`config.mk`:
```
export PLATFORM = sky130hd
export DESIGN_NAME = text_stream_visible_formatter_top
export DESIGN_NICKNAME = d
export VERILOG_FILES = /design/src/hdl/tsvf_pkg.sv /design/src/hdl/text_stream_visible_formatter_top.sv /design/src/hdl/tsvf_front.sv /design/src/hdl/tsvf_queue.sv /design/src/hdl/tsvf_back.sv
export VERILOG_INCLUDE_DIRS = /design/src /design/src/hdl
export SDC_FILE = /design/constraint.sdc
export NUM_CORES = 1
export LEC_CHECK = 0
export BUFFER_PORTS_ARGS = -buffer_cell sky130_fd_sc_hd__buf_2
export CELL_PAD_IN_SITES_DETAIL_PLACEMENT = 1
export CELL_PAD_IN_SITES_GLOBAL_PLACEMENT = 2
export CORE_ASPECT_RATIO = 0.7
export CORE_MARGIN = 8
export CORE_UTILIZATION = 42
export DETAILED_ROUTE_END_ITERATION = 16
export GPL_TIMING_DRIVEN = 0
export HOLD_SLACK_MARGIN = 0.15
export PLACE_DENSITY = 0.8
export RECOVER_POWER = 25
export SLEW_MARGIN = 20
export SYNTH_ARGS = -nofsm -noshare
export SYNTH_HDL_FRONTEND = slang
export SYNTH_SLANG_ARGS = --single-unit
```
`constraint.sdc`:
```
create_clock -name clk -period 3.7 [get_ports clk]
set_input_delay 0.925 -clock clk [delete_from_list [all_inputs] [get_ports clk]]
set_output_delay 0.925 -clock clk [all_outputs]
set_load 0.01 [all_outputs]
```
`src/hdl/text_stream_visible_formatter_top_defines.svh`:
```
// Assertion macros shared by the formatter top level.
`ifndef TEXT_STREAM_VISIBLE_FORMATTER_TOP_DEFINES_SVH
`define TEXT_STREAM_VISIBLE_FORMATTER_TOP_DEFINES_SVH

// Check a condition at every clock edge outside reset.
`define TSVF_ASSERT_ALWAYS(label, cond, msg) \
	label: assert property (@(posedge clk) disable iff (!arst_n) (cond)) else $error(msg);

// Check that a cause is followed by an effect in the next cycle.
`define TSVF_ASSERT_NEXT(label, cause, effect, msg) \
	label: assert property (@(posedge clk) disable iff (!arst_n) (cause) |=> (effect)) \
		else $error(msg);

`endif

```
`src/hdl/tsvf_pkg.sv`:
```
`default_nettype none
package tsvf_pkg;

	// One input transaction
	typedef struct packed {
		logic [7:0] data_byte;
		logic       file_start;
	} item_t;

	// One output transaction
	typedef struct packed {
		logic [7:0] out_byte;
		logic       last_of_run;
	} result_t;

	// Option registers
	typedef struct packed {
		logic number_all_lines;
		logic number_nonblank_lines;
		logic show_line_ends;
		logic show_tabs;
		logic show_nonprinting;
		logic squeeze_blank;
	} cfg_t;

	// Register indexes
	localparam logic [2:0] REG_NUMBER_ALL      = 3'd0;
	localparam logic [2:0] REG_NUMBER_NONBLANK = 3'd1;
	localparam logic [2:0] REG_SHOW_ENDS       = 3'd2;
	localparam logic [2:0] REG_SHOW_TABS       = 3'd3;
	localparam logic [2:0] REG_SHOW_NONPRINT   = 3'd4;
	localparam logic [2:0] REG_SQUEEZE         = 3'd5;

	// Most bytes that one input byte expands to, number prefix aside
	localparam int unsigned TAIL_MAX = 4;

	// Classified byte handed from front to back
	typedef struct packed {
		logic                      has_num;
		logic [1:0]                tail_last;
		logic [TAIL_MAX-1:0][7:0]  tail;
	} job_t;

	// Character codes
	localparam logic [7:0] CH_TAB    = 8'h09;
	localparam logic [7:0] CH_NL     = 8'h0A;
	localparam logic [7:0] CH_SPACE  = 8'h20;
	localparam logic [7:0] CH_DOLLAR = 8'h24;
	localparam logic [7:0] CH_DASH   = 8'h2D;
	localparam logic [7:0] CH_ZERO   = 8'h30;
	localparam logic [7:0] CH_I      = 8'h49;
	localparam logic [7:0] CH_M      = 8'h4D;
	localparam logic [7:0] CH_CARET  = 8'h5E;
	localparam logic [7:0] CARET_FLIP = 8'h40;

	// Newline run saturation
	localparam logic [1:0] RUN_SAT = 2'd3;

endpackage
`default_nettype wire

```
`src/hdl/text_stream_visible_formatter_top.sv`:
```
// Visible-form text formatter: line numbers, blank-line squeezing, visible
// line ends, tabs, control and high bytes.
// Input channel: a queue write port. A byte transaction is taken when push
// is high and full is low; file_start marks the first byte of each file.
// Result channel: a queue read port. The oldest output byte stands on result
// while empty is low and is taken when pop is high; last_of_run marks the
// final byte produced for one input byte. A squeezed newline produces none.
// Config channel: cfg_valid/cfg_ready with cfg_index and cfg_data; cfg_ready
// is always high. Write options only while the block is idle.
// On an idle block the first result byte of an input byte is written to the
// queue and then to the output register before it stands on result. The back
// part emits one byte per cycle while the output register is free or popped;
// an input byte expands to 1 to NUMBER_DIGITS+5 bytes, none for a squeezed newline.
// A QUEUE_DEPTH entry queue lies between classification and output, so input
// keeps flowing while a result waits.
// When pop stays low, the queue fills and full rises. Reset clears the queue,
// the output valid flag, the options and the line counter.
`default_nettype none
`include "text_stream_visible_formatter_top_defines.svh"
module text_stream_visible_formatter_top #(
	parameter int unsigned NUMBER_DIGITS = 6,
	parameter int unsigned QUEUE_DEPTH   = 4
) (
	input  wire                clk,
	input  wire                arst_n,
	input  wire                push,
	output logic               full,
	input  tsvf_pkg::item_t    item,
	output logic               empty,
	input  wire                pop,
	output tsvf_pkg::result_t  result,
	input  wire                cfg_valid,
	output logic               cfg_ready,
	input  wire  [2:0]         cfg_index,
	input  wire                cfg_data
);
	import tsvf_pkg::*;

	localparam int unsigned BW = 4 * NUMBER_DIGITS;
	localparam int unsigned QW = $bits(job_t) + BW;

	logic          take;
	job_t          front_job;
	logic [BW-1:0] front_bcd;
	logic          q_push;
	logic          q_full;
	logic          q_empty;
	logic          q_pop;
	logic [QW-1:0] q_rdata;
	job_t          head_job;
	logic [BW-1:0] head_bcd;

	assign take      = push && !full;
	assign full      = q_full;
	assign cfg_ready = 1'b1;

	tsvf_front #(
		.NUMBER_DIGITS(NUMBER_DIGITS)
	) u_front (
		.clk       (clk),
		.arst_n    (arst_n),
		.item      (item),
		.take      (take),
		.cfg_valid (cfg_valid && cfg_ready),
		.cfg_index (cfg_index),
		.cfg_data  (cfg_data),
		.job       (front_job),
		.job_bcd   (front_bcd),
		.job_push  (q_push)
	);

	tsvf_queue #(
		.WIDTH(QW),
		.DEPTH(QUEUE_DEPTH)
	) u_queue (
		.clk    (clk),
		.arst_n (arst_n),
		.push   (q_push),
		.wdata  ({front_job, front_bcd}),
		.full   (q_full),
		.pop    (q_pop),
		.rdata  (q_rdata),
		.empty  (q_empty)
	);

	assign head_job = q_rdata[QW-1 -: $bits(job_t)];
	assign head_bcd = q_rdata[BW-1:0];

	tsvf_back #(
		.NUMBER_DIGITS(NUMBER_DIGITS)
	) u_back (
		.clk        (clk),
		.arst_n     (arst_n),
		.head_valid (!q_empty),
		.head_job   (head_job),
		.head_bcd   (head_bcd),
		.head_pop   (q_pop),
		.pop        (pop),
		.empty      (empty),
		.result     (result)
	);

	// The queue cannot report full and empty at once
	`TSVF_ASSERT_ALWAYS(a_queue_sane, !(q_full && q_empty), "queue both full and empty")
	// A transaction written to the queue is waiting there next cycle
	`TSVF_ASSERT_NEXT(a_push_lands, q_push, !q_empty, "pushed transaction missing")
	// A popped byte that is not last is followed at once by the next one
	`TSVF_ASSERT_NEXT(a_run_continues, pop && !empty && !result.last_of_run, !empty,
		"output run broken")

endmodule
`default_nettype wire

```
`src/hdl/tsvf_front.sv`:
```
`default_nettype none
module tsvf_front #(
	parameter int unsigned NUMBER_DIGITS = 6
) (
	input  wire                          clk,
	input  wire                          arst_n,
	input  tsvf_pkg::item_t              item,
	input  wire                          take,
	input  wire                          cfg_valid,
	input  wire  [2:0]                   cfg_index,
	input  wire                          cfg_data,
	output tsvf_pkg::job_t               job,
	output logic [4*NUMBER_DIGITS-1:0]   job_bcd,
	output logic                         job_push
);
	import tsvf_pkg::*;

	localparam int unsigned BW = 4 * NUMBER_DIGITS;

	cfg_t          cfg_q;
	logic [BW-1:0] bcd_q;
	logic          at_line_start_q;
	logic [1:0]    newline_run_q;

	logic          nl;
	logic [1:0]    run_base;
	logic [1:0]    run_next;
	logic          drop;
	logic          number;
	logic          all_nines;
	logic [BW-1:0] bcd_inc;
	logic [BW-1:0] bcd_next;
	logic [6:0]    low;
	logic          printable;
	logic          low_caret;
	logic [7:0]    low_flip;

	// Classify the byte and advance the newline run
	always_comb begin
		nl       = (item.data_byte == CH_NL);
		run_base = item.file_start ? 2'd1 : newline_run_q;
		if (nl) begin
			run_next = (run_base == RUN_SAT) ? RUN_SAT : run_base + 2'd1;
		end else begin
			run_next = 2'd0;
		end
		drop = nl && cfg_q.squeeze_blank && (run_next == RUN_SAT);
		if (cfg_q.number_nonblank_lines) begin
			number = at_line_start_q && !nl;
		end else begin
			number = at_line_start_q && cfg_q.number_all_lines;
		end
	end

	// Saturating decimal increment of the line counter
	always_comb begin
		logic       carry;
		logic [3:0] d;
		carry     = 1'b1;
		all_nines = 1'b1;
		bcd_inc   = bcd_q;
		for (int i = 0; i < NUMBER_DIGITS; i++) begin
			d         = bcd_q[4*i +: 4];
			all_nines = all_nines && (d == 4'd9);
			if (carry) begin
				if (d >= 4'd9) begin
					bcd_inc[4*i +: 4] = 4'd0;
				end else begin
					bcd_inc[4*i +: 4] = d + 4'd1;
					carry             = 1'b0;
				end
			end
		end
		bcd_next = (number && !all_nines) ? bcd_inc : bcd_q;
	end

	// Build the visible form of the byte
	always_comb begin
		low       = item.data_byte[6:0];
		printable = ({1'b0, low} inside {[8'd32:8'd126]});
		low_caret = cfg_q.show_nonprinting && !printable;
		low_flip  = {1'b0, low} ^ CARET_FLIP;
		job.has_num   = number;
		job.tail      = '0;
		job.tail_last = 2'd0;
		if (nl) begin
			if (cfg_q.show_line_ends) begin
				job.tail[0]   = CH_DOLLAR;
				job.tail[1]   = CH_NL;
				job.tail_last = 2'd1;
			end else begin
				job.tail[0] = CH_NL;
			end
		end else if (item.data_byte == CH_TAB) begin
			if (cfg_q.show_tabs) begin
				job.tail[0]   = CH_CARET;
				job.tail[1]   = CH_I;
				job.tail_last = 2'd1;
			end else begin
				job.tail[0] = CH_TAB;
			end
		end else if (!item.data_byte[7]) begin
			if (low_caret) begin
				job.tail[0]   = CH_CARET;
				job.tail[1]   = low_flip;
				job.tail_last = 2'd1;
			end else begin
				job.tail[0] = item.data_byte;
			end
		end else if (cfg_q.show_nonprinting) begin
			job.tail[0] = CH_M;
			job.tail[1] = CH_DASH;
			if (low_caret) begin
				job.tail[2]   = CH_CARET;
				job.tail[3]   = low_flip;
				job.tail_last = 2'd3;
			end else begin
				job.tail[2]   = {1'b0, low};
				job.tail_last = 2'd2;
			end
		end else begin
			job.tail[0] = item.data_byte;
		end
	end

	assign job_bcd  = bcd_next;
	assign job_push = take && !drop;

	// Hold line state; advance it on each accepted transaction
	always_ff @(posedge clk or negedge arst_n) begin
		if (!arst_n) begin
			bcd_q           <= '0;
			at_line_start_q <= 1'b1;
			newline_run_q   <= 2'd1;
		end else if (take) begin
			at_line_start_q <= nl;
			newline_run_q   <= run_next;
			if (!drop) begin
				bcd_q <= bcd_next;
			end
		end
	end

	// Write option registers
	always_ff @(posedge clk or negedge arst_n) begin
		if (!arst_n) begin
			cfg_q <= '0;
		end else if (cfg_valid) begin
			case (cfg_index)
				REG_NUMBER_ALL:      cfg_q.number_all_lines      <= cfg_data;
				REG_NUMBER_NONBLANK: cfg_q.number_nonblank_lines <= cfg_data;
				REG_SHOW_ENDS:       cfg_q.show_line_ends        <= cfg_data;
				REG_SHOW_TABS:       cfg_q.show_tabs             <= cfg_data;
				REG_SHOW_NONPRINT:   cfg_q.show_nonprinting      <= cfg_data;
				REG_SQUEEZE:         cfg_q.squeeze_blank         <= cfg_data;
				default: begin
				end
			endcase
		end
	end

endmodule
`default_nettype wire

```
`src/hdl/tsvf_queue.sv`:
```
`default_nettype none
module tsvf_queue #(
	parameter int unsigned WIDTH = 8,
	parameter int unsigned DEPTH = 4
) (
	input  wire              clk,
	input  wire              arst_n,
	input  wire              push,
	input  wire  [WIDTH-1:0] wdata,
	output logic             full,
	input  wire              pop,
	output logic [WIDTH-1:0] rdata,
	output logic             empty
);
	localparam int unsigned PTR_W = (DEPTH > 1) ? $clog2(DEPTH) : 1;
	localparam int unsigned CNT_W = $clog2(DEPTH + 1);
	localparam logic [PTR_W-1:0] PTR_LAST = PTR_W'(DEPTH - 1);
	localparam logic [CNT_W-1:0] CNT_FULL = CNT_W'(DEPTH);

	logic [WIDTH-1:0] store_q [DEPTH];
	logic [PTR_W-1:0] wr_ptr_q;
	logic [PTR_W-1:0] rd_ptr_q;
	logic [CNT_W-1:0] count_q;
	logic             do_push;
	logic             do_pop;

	assign full    = (count_q == CNT_FULL);
	assign empty   = (count_q == '0);
	assign do_push = push && !full;
	assign do_pop  = pop && !empty;
	assign rdata   = store_q[rd_ptr_q];

	// Write the entry at the tail
	always_ff @(posedge clk) begin
		if (do_push) begin
			store_q[wr_ptr_q] <= wdata;
		end
	end

	// Advance pointers and fill count
	always_ff @(posedge clk or negedge arst_n) begin
		if (!arst_n) begin
			wr_ptr_q <= '0;
			rd_ptr_q <= '0;
			count_q  <= '0;
		end else begin
			if (do_push) begin
				wr_ptr_q <= (wr_ptr_q == PTR_LAST) ? '0 : wr_ptr_q + 1'b1;
			end
			if (do_pop) begin
				rd_ptr_q <= (rd_ptr_q == PTR_LAST) ? '0 : rd_ptr_q + 1'b1;
			end
			if (do_push && !do_pop) begin
				count_q <= count_q + 1'b1;
			end else if (do_pop && !do_push) begin
				count_q <= count_q - 1'b1;
			end
		end
	end

endmodule
`default_nettype wire

```
`src/hdl/tsvf_back.sv`:
```
`default_nettype none
module tsvf_back #(
	parameter int unsigned NUMBER_DIGITS = 6
) (
	input  wire                         clk,
	input  wire                         arst_n,
	input  wire                         head_valid,
	input  tsvf_pkg::job_t              head_job,
	input  wire  [4*NUMBER_DIGITS-1:0]  head_bcd,
	output logic                        head_pop,
	input  wire                         pop,
	output logic                        empty,
	output tsvf_pkg::result_t           result
);
	import tsvf_pkg::*;

	localparam int unsigned BW = 4 * NUMBER_DIGITS;
	localparam int unsigned PW = $clog2(NUMBER_DIGITS + 5);
	localparam logic [PW-1:0] POS_LEAD = PW'(NUMBER_DIGITS - 1);
	localparam logic [PW-1:0] POS_TAB  = PW'(NUMBER_DIGITS);
	localparam logic [PW-1:0] POS_TAIL = PW'(NUMBER_DIGITS + 1);

	logic          started_q;
	logic [PW-1:0] pos_q;
	logic [BW-1:0] num_q;
	logic          seen_q;
	logic          out_valid_q;
	result_t       out_q;

	logic [PW-1:0] cur_pos;
	logic [BW-1:0] cur_num;
	logic          cur_seen;
	logic [3:0]    digit;
	logic          seen_next;
	logic [PW-1:0] tail_off;
	logic [1:0]    tail_idx;
	logic [7:0]    byte_sel;
	logic          is_last;
	logic          emit;

	// Pick the next byte of the head transaction
	always_comb begin
		cur_pos   = started_q ? pos_q : (head_job.has_num ? '0 : POS_TAIL);
		cur_num   = started_q ? num_q : head_bcd;
		cur_seen  = started_q && seen_q;
		digit     = cur_num[BW-1 -: 4];
		seen_next = cur_seen || (digit != 4'd0) || (cur_pos == POS_LEAD);
		tail_off  = cur_pos - POS_TAIL;
		tail_idx  = tail_off[1:0];
		is_last   = 1'b0;
		if (cur_pos < POS_TAB) begin
			byte_sel = seen_next ? 8'(CH_ZERO + {4'd0, digit}) : CH_SPACE;
		end else if (cur_pos == POS_TAB) begin
			byte_sel = CH_TAB;
		end else begin
			byte_sel = head_job.tail[tail_idx];
			is_last  = (tail_idx == head_job.tail_last);
		end
	end

	assign emit     = head_valid && (!out_valid_q || pop);
	assign head_pop = emit && is_last;
	assign empty    = !out_valid_q;
	assign result   = out_q;

	// Advance within the head transaction
	always_ff @(posedge clk or negedge arst_n) begin
		if (!arst_n) begin
			started_q <= 1'b0;
			pos_q     <= '0;
			seen_q    <= 1'b0;
		end else if (emit) begin
			started_q <= !is_last;
			pos_q     <= cur_pos + 1'b1;
			seen_q    <= seen_next;
		end
	end

	// Shift digits out, most significant first
	always_ff @(posedge clk) begin
		if (emit) begin
			num_q <= cur_num << 4;
		end
	end

	// Hold the result until it is popped
	always_ff @(posedge clk or negedge arst_n) begin
		if (!arst_n) begin
			out_valid_q <= 1'b0;
		end else if (emit) begin
			out_valid_q <= 1'b1;
		end else if (pop) begin
			out_valid_q <= 1'b0;
		end
	end

	always_ff @(posedge clk) begin
		if (emit) begin
			out_q.out_byte    <= byte_sel;
			out_q.last_of_run <= is_last;
		end
	end

endmodule
`default_nettype wire

```
==> flow_summary.yaml, run 1 <==
timing:
  timing.setup.tns_ns: 0
  finalHoldViolations: 0
  finalCritPeriodShare: 0.962
  worstMarginPinSlew_ns: 2.86
  fmax_mhz: 281
  setup_viol: 0
  rsz0062_at_grt: "false"
  finalClockSkew_ns: 0.00776
  drv_slew: 48
  period_minus_slack_ns: 3.56
  timing.hold.ws_ns: 0.497
  worst_slack_ns: 0.140
  slew_headroom: -0.906
power_and_ir_drop:
  ir_drop_uv: 411
  powerDensity_nw_per_um2: 746
  p_leak_nw: 5.32
  finalPower_mw: 11.3
yosys:
  ys_warn_count: 0
  synth_edf_count: 253
  synth_flop_cell: "edfxtp_1"
  ys_ff_latch: 300
  synth_cells: 845
  synth_area_per_cell_um2: 15.7
  ys_types: 76
  synth_area_um2: 13300
  synth.net_count: 891
  ys_seq_area_frac: 0.661
  ys_async_sr_fraction: 0.157
clock_network:
  clk_latency_ns: 0.56
  cts_max_level: 1
  cts_root_buffer: "clkbuf_16"
  clkSinkCount: 300
  cts_made_buffers: 29
  clk_transition_reported_paths_ns: 0.07
  cts_buffer_depth: 3
  cts_tree: "done"
  ctsHoldBuffers: 0
cells_and_area:
  syn_to_final_growth_pct: 13.5
  final_nets: 958
  final_util: 0.484
  drive_gt1_frac: 0.230
  fin_cells: 1355
  fin_area_um2: 15100
drt:
  drt_first_pass_iters: 7
  drc: 0
  routed_wl_mm: 32.3
  wl_per_cell_um: 23.9
  via_per_inst: 5.70
  drtIter0Drc: 724
  vias: 7726
  ant_nets: 0
setup_path:
  cp-end-kind: "flip-flop"
  cp.arrival_ns: 4.00
  required_ns: 4.14
  start_kind: "flip-flop"
  path_max_fanout: 11
  crit_type: "flip-flop to flip-flop"
floorplan:
  die_w_um: 229
  start_util: 0.426
  core_region_area_um2: 31100
  die_h_um: 165
  row_count: 54
  io-pin-count: 30
  die-area_um2: 37700
grt:
  grt_max_degree: 48
  grt_pass1_wl_mm: 49.7
  gr-total-overflow: 0
  antenna_found_initial: 0
  track_usage: 0.172
  grt_pass1_vias: 8040
run:
  cap_violations: 1
placed_design:
  gp_congestion: 0.800
  dpl.hpwl_mm: 21.9
  placed_cells: 1297
  placed_area_um2: 14100
  portBuffers: 28
  dp_worst_setup_slack_ns: -0.938
status:
  violations: "capacitance limit, slew limit"
  status: "finished, violations left"
hold_path:
  hold_class: "flip-flop to flip-flop"
[what timing repair did]
| action | in CTS | in global routing |
|---|---|---|
| gates cloned | 0 | 0 |
| buffers inserted | 3 | 2 |
| resized for setup | 11 | 4 |
| pin swaps | 2 | 1 |
| endpoints found under the setup margin | 11 | 2 |
[cell families after synthesis]
family,synth area share
xor+xnor,0.00396
mux,0.135
buf+inv,0.0263
fa+ha+maj,0.0269
simple gates,0.0908
flops,0.661
compound gates,0.0560
other cells,0.000282
[report_power, final]
part / switching, mW / leakage, nW / internal, mW
Sequential: 0.250 / 2.88 / 4.59
Combinational: 1.95 / 1.99 / 1.52
Clock: 1.29 / 0.455 / 1.65
[cells in the mapped netlist (3+ instances only)]
cell type  instances  area share
and2_1            15      0.0071
o21ai_0           26      0.0098
mux2i_1            6      0.0045
mux2_2            29       0.025
mux4_2            59        0.10
o31ai_1            3      0.0017
nand4b_1           6      0.0040
nor4_1             3      0.0014
and3_1            14      0.0066
o41ai_1            4      0.0026
nor2b_1           13      0.0061
buf_4              6      0.0034
clkbuf_1          11      0.0031
or3b_2             7      0.0046
xor2_1             4      0.0026
inv_1             32      0.0090
dfrtp_1           45       0.085
edfxtp_1         253        0.57
ha_1              27       0.025
nand2_1           75       0.021
a32o_1             3      0.0023
nand3_1           20      0.0075
a21oi_1           15      0.0057
o2bb2ai_1          5      0.0033
buf_1              3     0.00085
buf_6              3      0.0025
nand2b_1           7      0.0033
buf_2             14      0.0053
a21o_1             4      0.0023
a31oi_1           13      0.0061
nand4_1            5      0.0024
nor3_1             9      0.0034
nor3b_1            5      0.0028
a22o_1             4      0.0026
nor2_1            43       0.012
a31o_2             3      0.0020
[worst max-delay path, stage by stage (launching register included)]
cell and delay [ns]:
dfrtp_1 0.39, buf_2 0.20, or2_1 0.32, o221ai_4 0.23
buf_6 0.25, inv_1 0.10, ha_1 0.23, inv_1 0.13
a31oi_2 0.13, o2bb2ai_4 0.21, nand4_4 0.21, ha_2 0.30
inv_1 0.07, fa_1 0.42, mux2_2 0.27
[final cells by class]
cell class              instances  area, um^2
fillers                      3043       16100
flip-flops and latches        300        8780
multi-input cells             473        4230
clock buffers                  33         741
well taps                     420         526
repair buffers                 37         254
plain buffers                  37         235
clock inverters                20         188
inverters                      34         129
diodes                          1        2.50
[final timing paths]
kind | from | endpoint | slack [ns] | cells after the start
hold / removal | u_queue.count_q[2]$_DFFE_PN0P_ | u_queue.count_q[2]$_DFFE_PN0P_ | 0.50 | 1
max in group asynchronous | arst_n | u_back.pos_q[2]$_DFFE_PN0P_ | 0.79 | 1
setup / recovery | u_back.started_q$_DFFE_PN0P_ | u_queue.count_q[1]$_DFFE_PN0P_ | 0.14 | 14
hold reg to reg | u_queue.count_q[2]$_DFFE_PN0P_ | u_queue.count_q[2]$_DFFE_PN0P_ | 0.50 | 1
setup reg to reg | u_back.started_q$_DFFE_PN0P_ | u_queue.count_q[1]$_DFFE_PN0P_ | 0.14 | 14
min in group asynchronous | arst_n | u_front.newline_run_q[1]$_DFFE_PN0P_ | 1.28 | 1
[flip-flops by register name, summed over array words and instances, names as in the netlist]
name,count
u_queue.count_q,3
u_queue.rd_ptr_q,2
u_back.seen_q,1
u_back.num_q,20
u_back.result,9
u_back.pos_q,4
u_queue.store_q,224
u_front.newline_run_q,2
u_front.bcd_q,24
u_back.out_valid_q,1
u_front.cfg_q,6
u_front.at_line_start_q,1
u_queue.wr_ptr_q,2
u_back.started_q,1
[placed cells by master (no fill, tap or decap), drive strengths merged, types with 4 or more instances in the layout]
cell type  netlist  layout
inv             33      33
clkinv           1      15
nand4b           6       6
a21o             4       4
mux4            60      60
nor2            43      43
nor3b            5       5
o2bb2ai          5       5
nor2b           13      13
ha              27      27
and3            14      14
a22o             4       4
or3b             7       7
and2            15      15
nand4            7       7
o41ai            4       4
nand2b           7       7
a21oi           16      16
buf             27      46
clkbuf          11      61
nor3            10      10
xor2             4       4
o21ai           26      26
mux2            33      33
dfrtp           45      45
mux2i            6       6
nand2           75      75
nand3           20      20
edfxtp         253     253
a31oi           13      13
[layer usage]
layer | track usage | vias up | routed length (um)
li1 | - | 3409 | -
met1 | 0.267 | 4032 | 16100
met2 | 0.249 | 251 | 13500
met3 | 0.0362 | 34 | 2310
met4 | 0.0279 | 0 | 474
met5 | 0 | - | 0
Power figures use the tool's default switching activity.
==> inputs of run 2 (changes only) <==
Settings changed: GPL_TIMING_DRIVEN 0 to default.
==> run 2 against run 1 <==
Compared with the run above: the flow still finishes with violations (capacitance limit, slew limit); flip-flop and latch count unchanged; critical path depth shrank 3; sequential power about the same; sequential share of layout area is 0.80 points higher; final cell count is 1.1% lower; clock power shrank 3%; critical endpoint unchanged.
==> flow_summary.yaml, run 2 (same netlist as run 1, synthesis figures left out) <==
placed_design:
  placed_area_um2: 14000
  dp_worst_setup_slack_ns: 0.184
  portBuffers: 28
  dpl.hpwl_mm: 20.1
  gp_congestion: 0.780
  placed_cells: 1284
clock_network:
  cts_made_buffers: 30
  ctsHoldBuffers: 0
  cts-resized-gates: 0
  cts_max_level: 1
  clkSinkCount: 300
  post_cts_buffers: 0
  cts_tree: "done"
  clk_latency_ns: 0.57
  cts_buffer_depth: 3
  clk_transition_reported_paths_ns: 0.06
  cts_root_buffer: "clkbuf_16"
power_and_ir_drop:
  ir_drop_uv: 447
  powerDensity_nw_per_um2: 726
  p_leak_nw: 5.23
grt:
  grt_pass1_wl_mm: 48.4
  grt_pass1_vias: 8031
  track_usage: 0.165
  grt_max_degree: 57
  gr-total-overflow: 0
  antenna_found_initial: 1
floorplan:
  die_w_um: 229
  io-pin-count: 30
  core_region_area_um2: 31100
  die_h_um: 165
  die-area_um2: 37700
  row_count: 54
  start_util: 0.426
cells_and_area:
  final_common_cell: "edfxtp_1"
  top_regs: "u_queue.store_q (224), u_front.bcd_q (24), u_back.num_q (20)"
  register_area_um2: 8780
  layout_common_cells: "253 x edfxtp_1, 75 x nand2_1, 59 x mux4_2, 43 x nor2_1, 43 x dfrtp_1"
  diodes: 0
  final_util: 0.478
  multiInputGateArea_um2: 4170
  nFillCells: 3044
  drive_gt1_frac: 0.213
  largest_reg_flops: 224
  syn_to_final_growth_pct: 12.1
  fin_cells: 1340
  final_nets: 942
  regMostFlops: "u_queue.store_q"
  fin_area_um2: 14900
drt:
  routed-wl-met2_mm: 13.1
  met1_length_mm: 15.5
  drtIter0Drc: 640
  vias: 7465
  routed_wl_mm: 30.8
  ant_nets: 0
  wl_per_cell_um: 23.0
  drc: 0
  top_layer_used: "met4"
  drt_first_pass_iters: 4
  route.met3.wl_mm: 1.57
  via_per_inst: 5.57
timing:
  setup_viol: 0
  fmax_mhz: 293
  worstMarginPinSlew_ns: 2.15
  worst_slack_ns: 0.293
  rsz0062_at_grt: "false"
  finalClockSkew_ns: 0.00978
  finalHoldViolations: 0
  drv_slew: 66
  finalCritPeriodShare: 0.921
  slew_headroom: -0.435
  period_minus_slack_ns: 3.41
  timing.setup.tns_ns: 0
setup_path:
  r2r_setup_slack_ns: 0.29
  crit_type: "flip-flop to flip-flop"
  worstReg2RegStart: "u_queue.rd_ptr_q[1]$_DFFE_PN0P_"
  cp-end-kind: "flip-flop"
  critPathMaxStageDelay_ns: 0.42
  required_ns: 4.15
  cp.arrival_ns: 3.86
  path_max_fanout: 4
  cp_cell_sequence: "mux2_2 -> mux2i_1 -> nor2_1 -> a21oi_2 -> ha_1 -> xnor2_1 -> nand4_2 -> ha_1 -> inv_1 -> fa_1 -> mux2_2"
  critPathLaunch: "u_queue.rd_ptr_q[1]$_DFFE_PN0P_"
  cp_slowest_cell: "fa_1"
  start_kind: "flip-flop"
status:
  violations: "capacitance limit, slew limit"
  status: "finished, violations left"
run:
  cap_violations: 2
hold_path:
  min-delay-start: "u_queue.count_q[2]$_DFFE_PN0P_"
  hold_class: "flip-flop to flip-flop"
## run 2: changes by cell type in the layout (fill, tap and decap cells not counted), moves of 2 or more
cell,delta
and2_2,+4
buf_1,-2
and2_4,-4
clkinv_1,+4
clkinv_4,-2
buf_16,-2
buf_2,-12
bufinv_16,-2
ha_1,+2
dfrtp_1,-2
buf_6,-5
clkinv_2,-4
buf_4,+9
## run 2: layout make-up
cell class / count / share of cell area
sequential: 300 / 0.590
multi-input combinational: 473 / 0.280
clock buffer: 40 / 0.0529
tap: 420 / 0.0353
timing repair buffer: 57 / 0.0252
inverter: 34 / 0.00857
clock inverter: 16 / 0.00773
## run 2: power by group
group | switching, mW | internal (mW) | leakage, nW
Combinational | 1.78 | 1.34 | 1.91
Clock | 1.27 | 1.57 | 0.438
Sequential | 0.250 | 4.60 | 2.88
## run 2: critical path, delay by kind of cell (launching register included)
kind	cells	cell delay, ns
xor gates and xnor gates	1	0.23
AOI/OAI and AO/OA	1	0.22
DFF	1	0.41
adders and majority gates	3	1.03
buffers and inverters	1	0.09
and+or+nand+nor	2	0.38
muxes	3	0.93
## run 2: path summary, 6_finish.rpt
path,end,depth (start not counted)
hold reg to reg,u_queue.count_q[2]$_DFFE_PN0P_,1
setup / recovery,u_queue.count_q[1]$_DFFE_PN0P_,11
max in group asynchronous,u_front.bcd_q[10]$_DFFE_PN0P_,2
hold / removal,u_queue.count_q[2]$_DFFE_PN0P_,1
min in group asynchronous,u_front.cfg_q[0]$_DFFE_PN0P_,1
setup reg to reg,u_queue.count_q[1]$_DFFE_PN0P_,11
## run 2: per-stage QoR
step | hold slack (ns) | power (mW)
final | 0.492 | 10.8
after global routing | 0.527 | 11.3
after CTS | 0.432 | 11.0
after detailed placement | 0.490 | 8.10
after global placement | 0.486 | 7.99
after floorplan | 0.456 | 7.06
## run 2: routing by layer
| metal | up-vias | GRT usage |
|---|---|---|
| met5 | - | 0 |
| met4 | 0 | 0.0314 |
| met3 | 37 | 0.0273 |
| met2 | 176 | 0.248 |
| met1 | 3874 | 0.251 |
| li1 | 3378 | - |
